===== src/rtl/olie_pkg.sv =====
// Package for the ordered list: sizes, request and status codes, beat structs.
// No dependencies; imported by every other file of the block but assert_macros.svh.
package olie_pkg;

  localparam int CAPACITY      = 16;
  localparam int ELEMENT_WIDTH = 32;

  // Count holds 0..CAPACITY, a cell index 0..CAPACITY-1.
  localparam int CNT_W = $clog2(CAPACITY + 1);

  localparam logic [1:0] REQ_INSERT = 2'd0;
  localparam logic [1:0] REQ_ERASE  = 2'd1;
  localparam logic [1:0] REQ_DUMP   = 2'd2;

  localparam logic [1:0] STAT_OK     = 2'd0;
  localparam logic [1:0] STAT_FULL   = 2'd1;
  localparam logic [1:0] STAT_BADPOS = 2'd2;
  localparam logic [1:0] STAT_EMPTY  = 2'd3;

  typedef logic [ELEMENT_WIDTH-1:0] elem_t;

  typedef struct packed {
    logic [1:0]  req_type;
    logic [4:0]  position;
    logic [31:0] item_value;
  } req_t;

  typedef struct packed {
    logic [1:0]  status;
    logic [31:0] element;
    logic [4:0]  list_size;
    logic        last;
  } rsp_t;

  typedef enum logic [1:0] {
    CMD_HOLD,
    CMD_INSERT,
    CMD_ERASE,
    CMD_ROTATE
  } cmd_e;

  // Broadcast to every cell of the chain in each cycle.
  typedef struct packed {
    cmd_e             op;
    logic [CNT_W-1:0] pos;
    logic [CNT_W-1:0] cnt;
    elem_t            value;
  } chain_cmd_t;

  typedef enum logic {
    ST_IDLE,
    ST_DUMP
  } state_e;

endpackage


===== src/rtl/olie_cell.sv =====
// One storage cell of the list chain.
// Depends on olie_pkg for the command struct and element type.
module olie_cell
  import olie_pkg::*;
(
  input  logic             clk_i,
  input  logic [CNT_W-1:0] index_i,
  input  chain_cmd_t       cmd_i,
  input  elem_t            left_i,
  input  elem_t            right_i,
  input  elem_t            wrap_i,
  output elem_t            value_o
);

  elem_t value_q, value_d;

  always_comb begin
    value_d = value_q;
    case (cmd_i.op)
      CMD_INSERT: begin
        if (index_i > cmd_i.pos) begin
          value_d = left_i;
        end else if (index_i == cmd_i.pos) begin
          value_d = cmd_i.value;
        end
      end
      CMD_ERASE: begin
        if (index_i >= cmd_i.pos) begin
          value_d = right_i;
        end
      end
      CMD_ROTATE: begin
        // cnt is non-zero whenever a rotate is issued
        if (index_i == cmd_i.cnt - CNT_W'(1)) begin
          value_d = wrap_i;
        end else if (index_i < cmd_i.cnt - CNT_W'(1)) begin
          value_d = right_i;
        end
      end
      default: begin
        value_d = value_q;
      end
    endcase
  end

  always_ff @(posedge clk_i) begin
    value_q <= value_d;
  end

  assign value_o = value_q;

endmodule


===== src/rtl/olie_ctrl.sv =====
// Request sequencer: size count, dump walk, result register, chain commands.
// Depends on olie_pkg.
module olie_ctrl
  import olie_pkg::*;
(
  input  logic       clk_i,
  input  logic       rst_ni,
  input  logic       start_i,
  input  req_t       req_i,
  input  elem_t      head_i,
  output logic       busy_o,
  output logic       done_o,
  output rsp_t       rsp_o,
  output chain_cmd_t cmd_o
);

  localparam int PW = (CNT_W > 5) ? CNT_W : 5;
  localparam int IW = (CAPACITY > 2) ? $clog2(CAPACITY) : 1;

  state_e           state_q, state_d;
  logic [CNT_W-1:0] count_q, count_d;
  logic [IW-1:0]    idx_q, idx_d;
  logic             done_q, done_d;
  rsp_t             rsp_q, rsp_d;

  logic             full, empty, dump_last;
  logic [PW-1:0]    pos_w, cnt_w;
  logic [63:0]      head_ext;

  assign full      = (count_q == CNT_W'(CAPACITY));
  assign empty     = (count_q == '0);
  assign pos_w     = PW'(req_i.position);
  assign cnt_w     = PW'(count_q);
  assign dump_last = (CNT_W'(idx_q) == count_q - CNT_W'(1));
  assign head_ext  = 64'(head_i);

  always_comb begin
    state_d = state_q;
    case (state_q)
      ST_IDLE: begin
        if (start_i && req_i.req_type == REQ_DUMP && !empty) begin
          state_d = ST_DUMP;
        end
      end
      ST_DUMP: begin
        if (dump_last) begin
          state_d = ST_IDLE;
        end
      end
      default: state_d = ST_IDLE;
    endcase
  end

  always_comb begin
    count_d   = count_q;
    idx_d     = idx_q;
    done_d    = 1'b0;
    rsp_d     = '0;
    cmd_o.op  = CMD_HOLD;
    cmd_o.pos = CNT_W'(req_i.position);
    cmd_o.cnt = count_q;
    cmd_o.value = elem_t'(req_i.item_value);
    case (state_q)
      ST_IDLE: begin
        if (start_i) begin
          rsp_d.last = 1'b1;
          case (req_i.req_type)
            REQ_INSERT: begin
              done_d = 1'b1;
              if (full) begin
                rsp_d.status = STAT_FULL;
              end else if (pos_w > cnt_w) begin
                rsp_d.status = STAT_BADPOS;
              end else begin
                cmd_o.op     = CMD_INSERT;
                count_d      = count_q + CNT_W'(1);
                rsp_d.status = STAT_OK;
              end
            end
            REQ_ERASE: begin
              done_d = 1'b1;
              if (empty) begin
                rsp_d.status = STAT_EMPTY;
              end else if (pos_w >= cnt_w) begin
                rsp_d.status = STAT_BADPOS;
              end else begin
                cmd_o.op     = CMD_ERASE;
                count_d      = count_q - CNT_W'(1);
                rsp_d.status = STAT_OK;
              end
            end
            REQ_DUMP: begin
              idx_d = '0;
              if (empty) begin
                done_d       = 1'b1;
                rsp_d.status = STAT_EMPTY;
              end
            end
            default: begin
              rsp_d.last = 1'b0;
            end
          endcase
          rsp_d.list_size = 5'(count_d);
        end
      end
      ST_DUMP: begin
        // emit the head cell, then rotate it to the back of the live region
        done_d          = 1'b1;
        rsp_d.status    = STAT_OK;
        rsp_d.element   = head_ext[31:0];
        rsp_d.list_size = 5'(count_q);
        rsp_d.last      = dump_last;
        cmd_o.op        = CMD_ROTATE;
        idx_d           = idx_q + IW'(1);
      end
      default: begin
        done_d = 1'b0;
      end
    endcase
  end

  always_ff @(posedge clk_i or negedge rst_ni) begin
    if (!rst_ni) begin
      state_q <= ST_IDLE;
      count_q <= '0;
      idx_q   <= '0;
      done_q  <= 1'b0;
    end else begin
      state_q <= state_d;
      count_q <= count_d;
      idx_q   <= idx_d;
      done_q  <= done_d;
    end
  end

  always_ff @(posedge clk_i) begin
    rsp_q <= rsp_d;
  end

  assign busy_o = (state_q == ST_DUMP);
  assign done_o = done_q;
  assign rsp_o  = rsp_q;

endmodule


===== src/rtl/ordered_list_insert_erase.sv =====
// Ordered list top level: a chain of CAPACITY cells plus the request sequencer.
// Insert and erase: one beat in, one result beat in the next cycle; a new request every cycle
// while no dump is running. Dump: busy while walking, one result beat per element, results
// registered in the cycle after each cell is read; the walk covers one cell per cycle.
// Async active-low reset empties the list; cell contents are not cleared.
// Depends on olie_pkg, olie_cell and olie_ctrl.
module ordered_list_insert_erase
  import olie_pkg::*;
(
  input  logic clk_i,
  input  logic rst_ni,
  input  logic start_i,
  input  req_t req_i,
  output logic busy_o,
  output logic done_o,
  output rsp_t rsp_o
);

  // Command broadcast to every cell in the same cycle
  chain_cmd_t cmd;

  // Cell outputs; index 0 is the head of the list
  elem_t      cell_val [CAPACITY];

  // The sequencer accepts a beat when start_i is high and it is not busy walking
  // a dump. Results leave through a register, so the next request can be taken
  // while the previous result beat is on the ports.
  olie_ctrl u_ctrl (
    .clk_i   (clk_i),
    .rst_ni  (rst_ni),
    .start_i (start_i),
    .req_i   (req_i),
    .head_i  (cell_val[0]),
    .busy_o  (busy_o),
    .done_o  (done_o),
    .rsp_o   (rsp_o),
    .cmd_o   (cmd)
  );

  // Each cell sees both neighbours: insert pulls from the left, erase and the
  // dump rotation pull from the right. The head value wraps to the last live
  // cell during a dump, so after size steps the list is back in place.
  for (genvar g = 0; g < CAPACITY; g++) begin : g_cell
    elem_t left_val, right_val;

    if (g == 0) begin : g_first
      assign left_val = '0;
    end else begin : g_mid_l
      assign left_val = cell_val[g-1];
    end

    if (g == CAPACITY - 1) begin : g_last
      assign right_val = '0;
    end else begin : g_mid_r
      assign right_val = cell_val[g+1];
    end

    olie_cell u_cell (
      .clk_i   (clk_i),
      .index_i (CNT_W'(g)),
      .cmd_i   (cmd),
      .left_i  (left_val),
      .right_i (right_val),
      .wrap_i  (cell_val[0]),
      .value_o (cell_val[g])
    );
  end

endmodule


===== config.mk =====
export PLATFORM = sky130hd
export DESIGN_NAME = ordered_list_insert_erase
export DESIGN_NICKNAME = d
export VERILOG_FILES = /design/src/rtl/olie_pkg.sv /design/src/rtl/olie_cell.sv /design/src/rtl/olie_ctrl.sv /design/src/rtl/ordered_list_insert_erase.sv
export SDC_FILE = /design/constraint.sdc
export NUM_CORES = 1
export LEC_CHECK = 0
export BUFFER_PORTS_ARGS = -buffer_cell sky130_fd_sc_hd__buf_2
export CAP_MARGIN = 20
export CORE_ASPECT_RATIO = 1.5
export CORE_MARGIN = 2
export CORE_UTILIZATION = 46
export CTS_BUF_LIST = sky130_fd_sc_hd__clkbuf_8
export DETAILED_ROUTE_END_ITERATION = 16
export GPL_TIMING_DRIVEN = 0
export HOLD_SLACK_MARGIN = 0.06
export SLEW_MARGIN = 20
export SYNTH_ARGS = -nofsm -noshare
export SYNTH_HDL_FRONTEND = slang
export SYNTH_SLANG_ARGS = --single-unit

===== constraint.sdc =====
create_clock -name clk_i -period 18.3 [get_ports clk_i]
set_input_delay 3.66 -clock clk_i [delete_from_list [all_inputs] [get_ports clk_i]]
set_output_delay 3.66 -clock clk_i [all_outputs]
set_load 0.005 [all_outputs]

==> flow_summary.html <==
<table>
<tr><th>Metric</th><th>Value</th></tr>
<tr><th colspan="2">Run status</th></tr>
<tr><td>Result of the run</td><td>finished clean</td></tr>
<tr><th colspan="2">Power and ir drop</th></tr>
<tr><td>Power density cells</td><td>roughly 230 nW/um2</td></tr>
<tr><td>Clk pwr share</td><td>between 10% and 20%</td></tr>
<tr><td>Switch Pwr</td><td>approximately 3800 uW</td></tr>
<tr><td>Leak Pwr</td><td>~0.013 uW</td></tr>
<tr><td>Proportion of total power due to net switching</td><td>between 40% and 50%</td></tr>
<tr><td>Relative contribution of combinational cells to total power</td><td>about 48%</td></tr>
<tr><td>Maximum vdd drop</td><td>roughly 0.11 mV</td></tr>
<tr><td>Power Internal</td><td>between 4000 and 5000 uW</td></tr>
<tr><td>Sequential Power Share</td><td>38.2%</td></tr>
<tr><th colspan="2">Yosys</th></tr>
<tr><td>Count of synthesis-stage warnings from yosys</td><td>0</td></tr>
<tr><td>Dominant register cell in the synthesized netlist</td><td>edfxtp_1</td></tr>
<tr><td>Post-synth design cell area</td><td>roughly 32000 um2</td></tr>
<tr><td>Count of state elements after synthesis</td><td>563</td></tr>
<tr><td>Synth area leaders</td><td>edfxtp_1 48%, mux2i_1 11%, nand2_1 5.8%</td></tr>
<tr><td>Fraction of registers with async set or reset after synthesis</td><td>about 2.0%</td></tr>
<tr><td>Post-synth EDFFs</td><td>512</td></tr>
<tr><td>Mean Syn Cell Area</td><td>about 11 um2</td></tr>
<tr><td>Post-synthesis sequential area ratio</td><td>approximately 50%</td></tr>
<tr><td>Area leader, netlist</td><td>edfxtp_1</td></tr>
<tr><td>Net count after synthesis</td><td>3034</td></tr>
<tr><td>Top-area cell type share of the netlist area</td><td>between 40 and 50%</td></tr>
<tr><td>Post-synth cell types</td><td>78</td></tr>
<tr><td>Instance count of the mapped netlist</td><td>between 2000 and 3000</td></tr>
<tr><th colspan="2">Timing</th></tr>
<tr><td>Worst hold slack after final layout</td><td>around 0.54 ns</td></tr>
<tr><td>Final-report max-slew violation count</td><td>0</td></tr>
<tr><td>Count of endpoints failing setup in the final report</td><td>0</td></tr>
<tr><td>Summed negative setup slack over all endpoints</td><td>0 ns</td></tr>
<tr><td>Slew headroom</td><td>about 22%</td></tr>
<tr><td>Slew at the pin with the worst max-slew slack</td><td>roughly 1.2 ns</td></tr>
<tr><td>Highest Clock Rate</td><td>between 100 and 150 MHz</td></tr>
<tr><td>Shortest period the worst path allows</td><td>a little over 7 ns</td></tr>
<tr><td>RSZ-0062 raised after global routing</td><td>false</td></tr>
<tr><td>Number of failing hold endpoints at the final stage</td><td>0</td></tr>
<tr><td>Final setup skew</td><td>~0.041 ns</td></tr>
<tr><td>Fraction of the cycle the final worst path needs</td><td>between 30% and 40%</td></tr>
<tr><th colspan="2">Setup path</th></tr>
<tr><td>Crit path launch type</td><td>input pin</td></tr>
<tr><td>Kind of critical path</td><td>input pin to register</td></tr>
<tr><td>Element type at the critical path end</td><td>register</td></tr>
<tr><td>Required time of the critical path</td><td>around 19 ns</td></tr>
<tr><td>Critical path arrival</td><td>7.72 ns</td></tr>
<tr><td>Worst Path Max Fanout</td><td>7</td></tr>
<tr><th colspan="2">Clock network</th></tr>
<tr><td>Post-CTS Setup Bufs</td><td>0</td></tr>
<tr><td>Number of CTS-inserted buffers</td><td>a little over 90</td></tr>
<tr><td>Count of clock tree sinks</td><td>about 560</td></tr>
<tr><td>Maximum number of buffers from clock root to sink</td><td>3</td></tr>
<tr><td>Root buffer cell</td><td>clkbuf_8</td></tr>
<tr><td>CTS tree</td><td>yes</td></tr>
<tr><td>Clock insertion delay at the later pin of the skew report</td><td>0.80 ns</td></tr>
<tr><td>Resized cells post-CTS</td><td>0</td></tr>
<tr><td>CTS clk-pin slew, worst paths</td><td>0.07 ns</td></tr>
<tr><td>Count of hold buffers inserted by post-cts repair</td><td>0</td></tr>
<tr><td>H-Tree Depth</td><td>3</td></tr>
<tr><th colspan="2">GRT</th></tr>
<tr><td>Largest net degree at the start of global routing</td><td>28</td></tr>
<tr><td>GRT Resource Usage Total</td><td>between 40% and 50%</td></tr>
<tr><td>Number of global-route vias before repair</td><td>about 30000</td></tr>
<tr><td>Initial antenna violation count</td><td>5</td></tr>
<tr><td>Grt ovf</td><td>0</td></tr>
<tr><td>Global-route wire length before repair</td><td>212.0 mm</td></tr>
<tr><th colspan="2">Cells and area</th></tr>
<tr><td>Synthesis-to-layout area growth</td><td>12.57%</td></tr>
<tr><td>Layout cells sized above 1</td><td>roughly 15%</td></tr>
<tr><td>Fin area</td><td>35930 um2</td></tr>
<tr><td>Number of nets in the layout</td><td>roughly 3200</td></tr>
<tr><td>Fill cells</td><td>between 6000 and 7000</td></tr>
<tr><th colspan="2">Detailed routing</th></tr>
<tr><td>Met2 layer wire length in the routed design</td><td>roughly 70 mm</td></tr>
<tr><td>Remaining design rule violation count</td><td>0</td></tr>
<tr><td>Detail Route Antenna Nets</td><td>0</td></tr>
<tr><td>Vias per std cell</td><td>7.112</td></tr>
<tr><td>Routed wire length on met3</td><td>13.09 mm</td></tr>
<tr><td>Final WL</td><td>between 150 and 200 mm</td></tr>
<tr><td>DRT iter0 DRCs</td><td>between 4000 and 5000</td></tr>
<tr><td>WL/cell</td><td>about 37 um</td></tr>
<tr><td>Number of iterations in the first detailed-routing pass</td><td>6</td></tr>
<tr><td>Number of vias in the routed layout</td><td>between 20000 and 30000</td></tr>
<tr><td>Uppermost signal routing layer after detailed routing</td><td>met5</td></tr>
<tr><td>Routed length on met1</td><td>~52 mm</td></tr>
<tr><th colspan="2">Placed design</th></tr>
<tr><td>Placed cell area</td><td>between 30000 and 40000 um2</td></tr>
<tr><td>Detail Placement HPWL</td><td>around 120 mm</td></tr>
<tr><td>Count of buffers from port buffering</td><td>63</td></tr>
<tr><td>Weighted congestion at the end of routability-driven global placement</td><td>roughly 1.0</td></tr>
<tr><th colspan="2">Floorplan</th></tr>
<tr><td>Die H</td><td>326.6 um</td></tr>
<tr><td># rows</td><td>between 100 and 150</td></tr>
<tr><td>DIE AREA</td><td>~70000 um2</td></tr>
<tr><td>Area of the core region</td><td>around 69000 um2</td></tr>
<tr><td>Initial core utilization</td><td>between 40 and 50%</td></tr>
<tr><td>Boundary Pins</td><td>between 80 and 90</td></tr>
<tr><td>Die X</td><td>219.1 um</td></tr>
<tr><th colspan="2">Hold path</th></tr>
<tr><td>Worst hold-check path type</td><td>register to register</td></tr>
<tr><th colspan="2">Job</th></tr>
<tr><td>Max capacitance violation total</td><td>0</td></tr>
</table>
-- through the flow --
stage	setup WS (ns)	utilization (%)	total power [uW]	cells
4_1_cts	11.21	52.18	7977	4148
3_3_place_gp	5.089	48.49	6547	3944
3_5_place_dp	10.41	49.49	6799	3978
6_report	11.06	52.22	8196	4153
2_1_floorplan	9.393	-	4988	2981
5_1_grt	11.07	52.22	8380	4151
-- cells in the final DEF, fill, tap and decap left out, types with 5 or more instances in the layout --
| master | netlist | final |
|---|---|---|
| edfxtp_1 | 512 | 512 |
| nand2_1 | 489 | 489 |
| mux2i_1 | 360 | 360 |
| nand3_1 | 255 | 255 |
| buf_2 | 142 | 217 |
| o221ai_1 | 204 | 204 |
| a221o_1 | 175 | 175 |
| clkbuf_1 | 159 | 156 |
| a21oi_1 | 131 | 131 |
| clkbuf_8 | 0 | 103 |
| nor2_1 | 79 | 79 |
| o21ai_0 | 77 | 74 |
| inv_1 | 24 | 49 |
| o211ai_1 | 43 | 43 |
| mux2_2 | 43 | 43 |
| dfxtp_1 | 40 | 40 |
| clkinv_1 | 22 | 37 |
| buf_1 | 33 | 33 |
| and3_1 | 32 | 32 |
| buf_4 | 10 | 16 |
| clkinv_2 | 0 | 16 |
| buf_16 | 0 | 14 |
| ha_1 | 11 | 11 |
| dfrtp_1 | 11 | 11 |
| nor2b_1 | 7 | 7 |
| nand4_1 | 7 | 7 |
| or2_2 | 6 | 6 |
| xnor2_1 | 6 | 6 |
| o22ai_4 | 0 | 6 |
| a21o_1 | 5 | 5 |
| clkbuf_2 | 2 | 5 |
| nor3_1 | 7 | 5 |
| bufinv_16 | 0 | 5 |
-- critical path, stage by stage --
cell and delay, ns:
clkbuf_1 0.55, inv_1 0.10, ha_1 0.36, a21oi_2 0.30
mux2i_1 0.16, nor3_2 0.60, nand2_1 0.40, o41ai_2 0.72
buf_2 0.36, buf_2 0.26, buf_2 0.23
-- layout make-up --
cell class	instances	area (um2)	area share, %
plain buffers	347	1531	4.262
flip-flops and latches	563	16450	45.78
clock buffers	103	1418	3.945
diodes	4	10.01	0.02786
repair buffers	98	857.1	2.385
multi-input cells	2024	13930	38.78
well taps	900	1126	3.134
clock inverters	67	427.9	1.191
inverters	47	176.4	0.4910
-- sequential cells by signal, summed over array words and instances, names as in the netlist --
register	flops
u_ctrl.idx_q	4
u_ctrl.done_o	1
u_ctrl.cnt_w	5
g_cell.u_cell.value_o	512
u_ctrl.busy_o	1
u_ctrl.rsp_o	40
-- cell families (layout without fill, tap and decap cells) --
group                    after synthesis  after routing  share of synthesized area (%)
flip-flops                           563            563                          51.54
multiplexers                         403            403                          12.81
AND/OR/NAND/NOR                      912            912                          12.57
XOR/XNOR                               9              9                         0.2470
other                                  0              4                              0
adder cells (fa/ha/maj)               11             11                         0.4312
AO/OA/AOI/OAI                        689            689                          17.06
buffers and inverters                394            662                          5.339
-- synth_stat cells (3+ instances only) --
cell type,n
a21o_1,5
a21oi_1,131
a21oi_2,3
a221o_1,175
a31oi_1,3
a32o_1,4
and2_1,4
and3_1,32
and4_1,3
buf_1,33
buf_2,142
buf_4,10
clkbuf_1,159
clkinv_1,22
dfrtp_1,11
dfxtp_1,40
edfxtp_1,512
ha_1,11
inv_1,24
mux2_2,43
mux2i_1,360
nand2_1,489
nand3_1,255
nand4_1,7
nor2_1,79
nor2_2,3
nor2b_1,7
nor3_1,7
o211ai_1,43
o21ai_0,77
o21ai_1,3
o21ai_2,3
o221ai_1,204
o22ai_1,6
o41ai_1,3
or2_2,6
or3_1,3
xnor2_1,6
xor2_1,3
-- per-layer routing --
layer  GRT usage [%]  vias up
met1           47.34    14500
li1                -    11920
met2           66.91     2339
met3           7.514      780
met4           41.54        2
met5               0        -
-- power groups by stage --
stage,logic (uW),registers (uW),clock network (uW)
after floorplan,2090,2900,0
after global placement,3330,3210,0
after detailed placement,3690,3110,0
after CTS,3710,3090,1170
after global routing,4000,3150,1230
final,3890,3130,1180
-- final timing paths --
path,end,cells past startpoint,slack (ns),start
worst max register to register,g_cell[1].u_cell.value_o[26],13,13.22,u_ctrl.cnt_w[2]
worst max-delay path,g_cell[1].u_cell.value_o[26],11,11.06,req_i[32]
worst min register to register,g_cell[14].u_cell.value_o[5],1,0.54,g_cell[15].u_cell.value_o[5]
min in group asynchronous,u_ctrl.cnt_w[2],1,2.75,rst_ni
worst min-delay path,g_cell[14].u_cell.value_o[5],1,0.54,g_cell[15].u_cell.value_o[5]
max in group asynchronous,u_ctrl.idx_q[3],1,15.29,rst_ni
No activity file was read; power rests on OpenSTA's default activity.
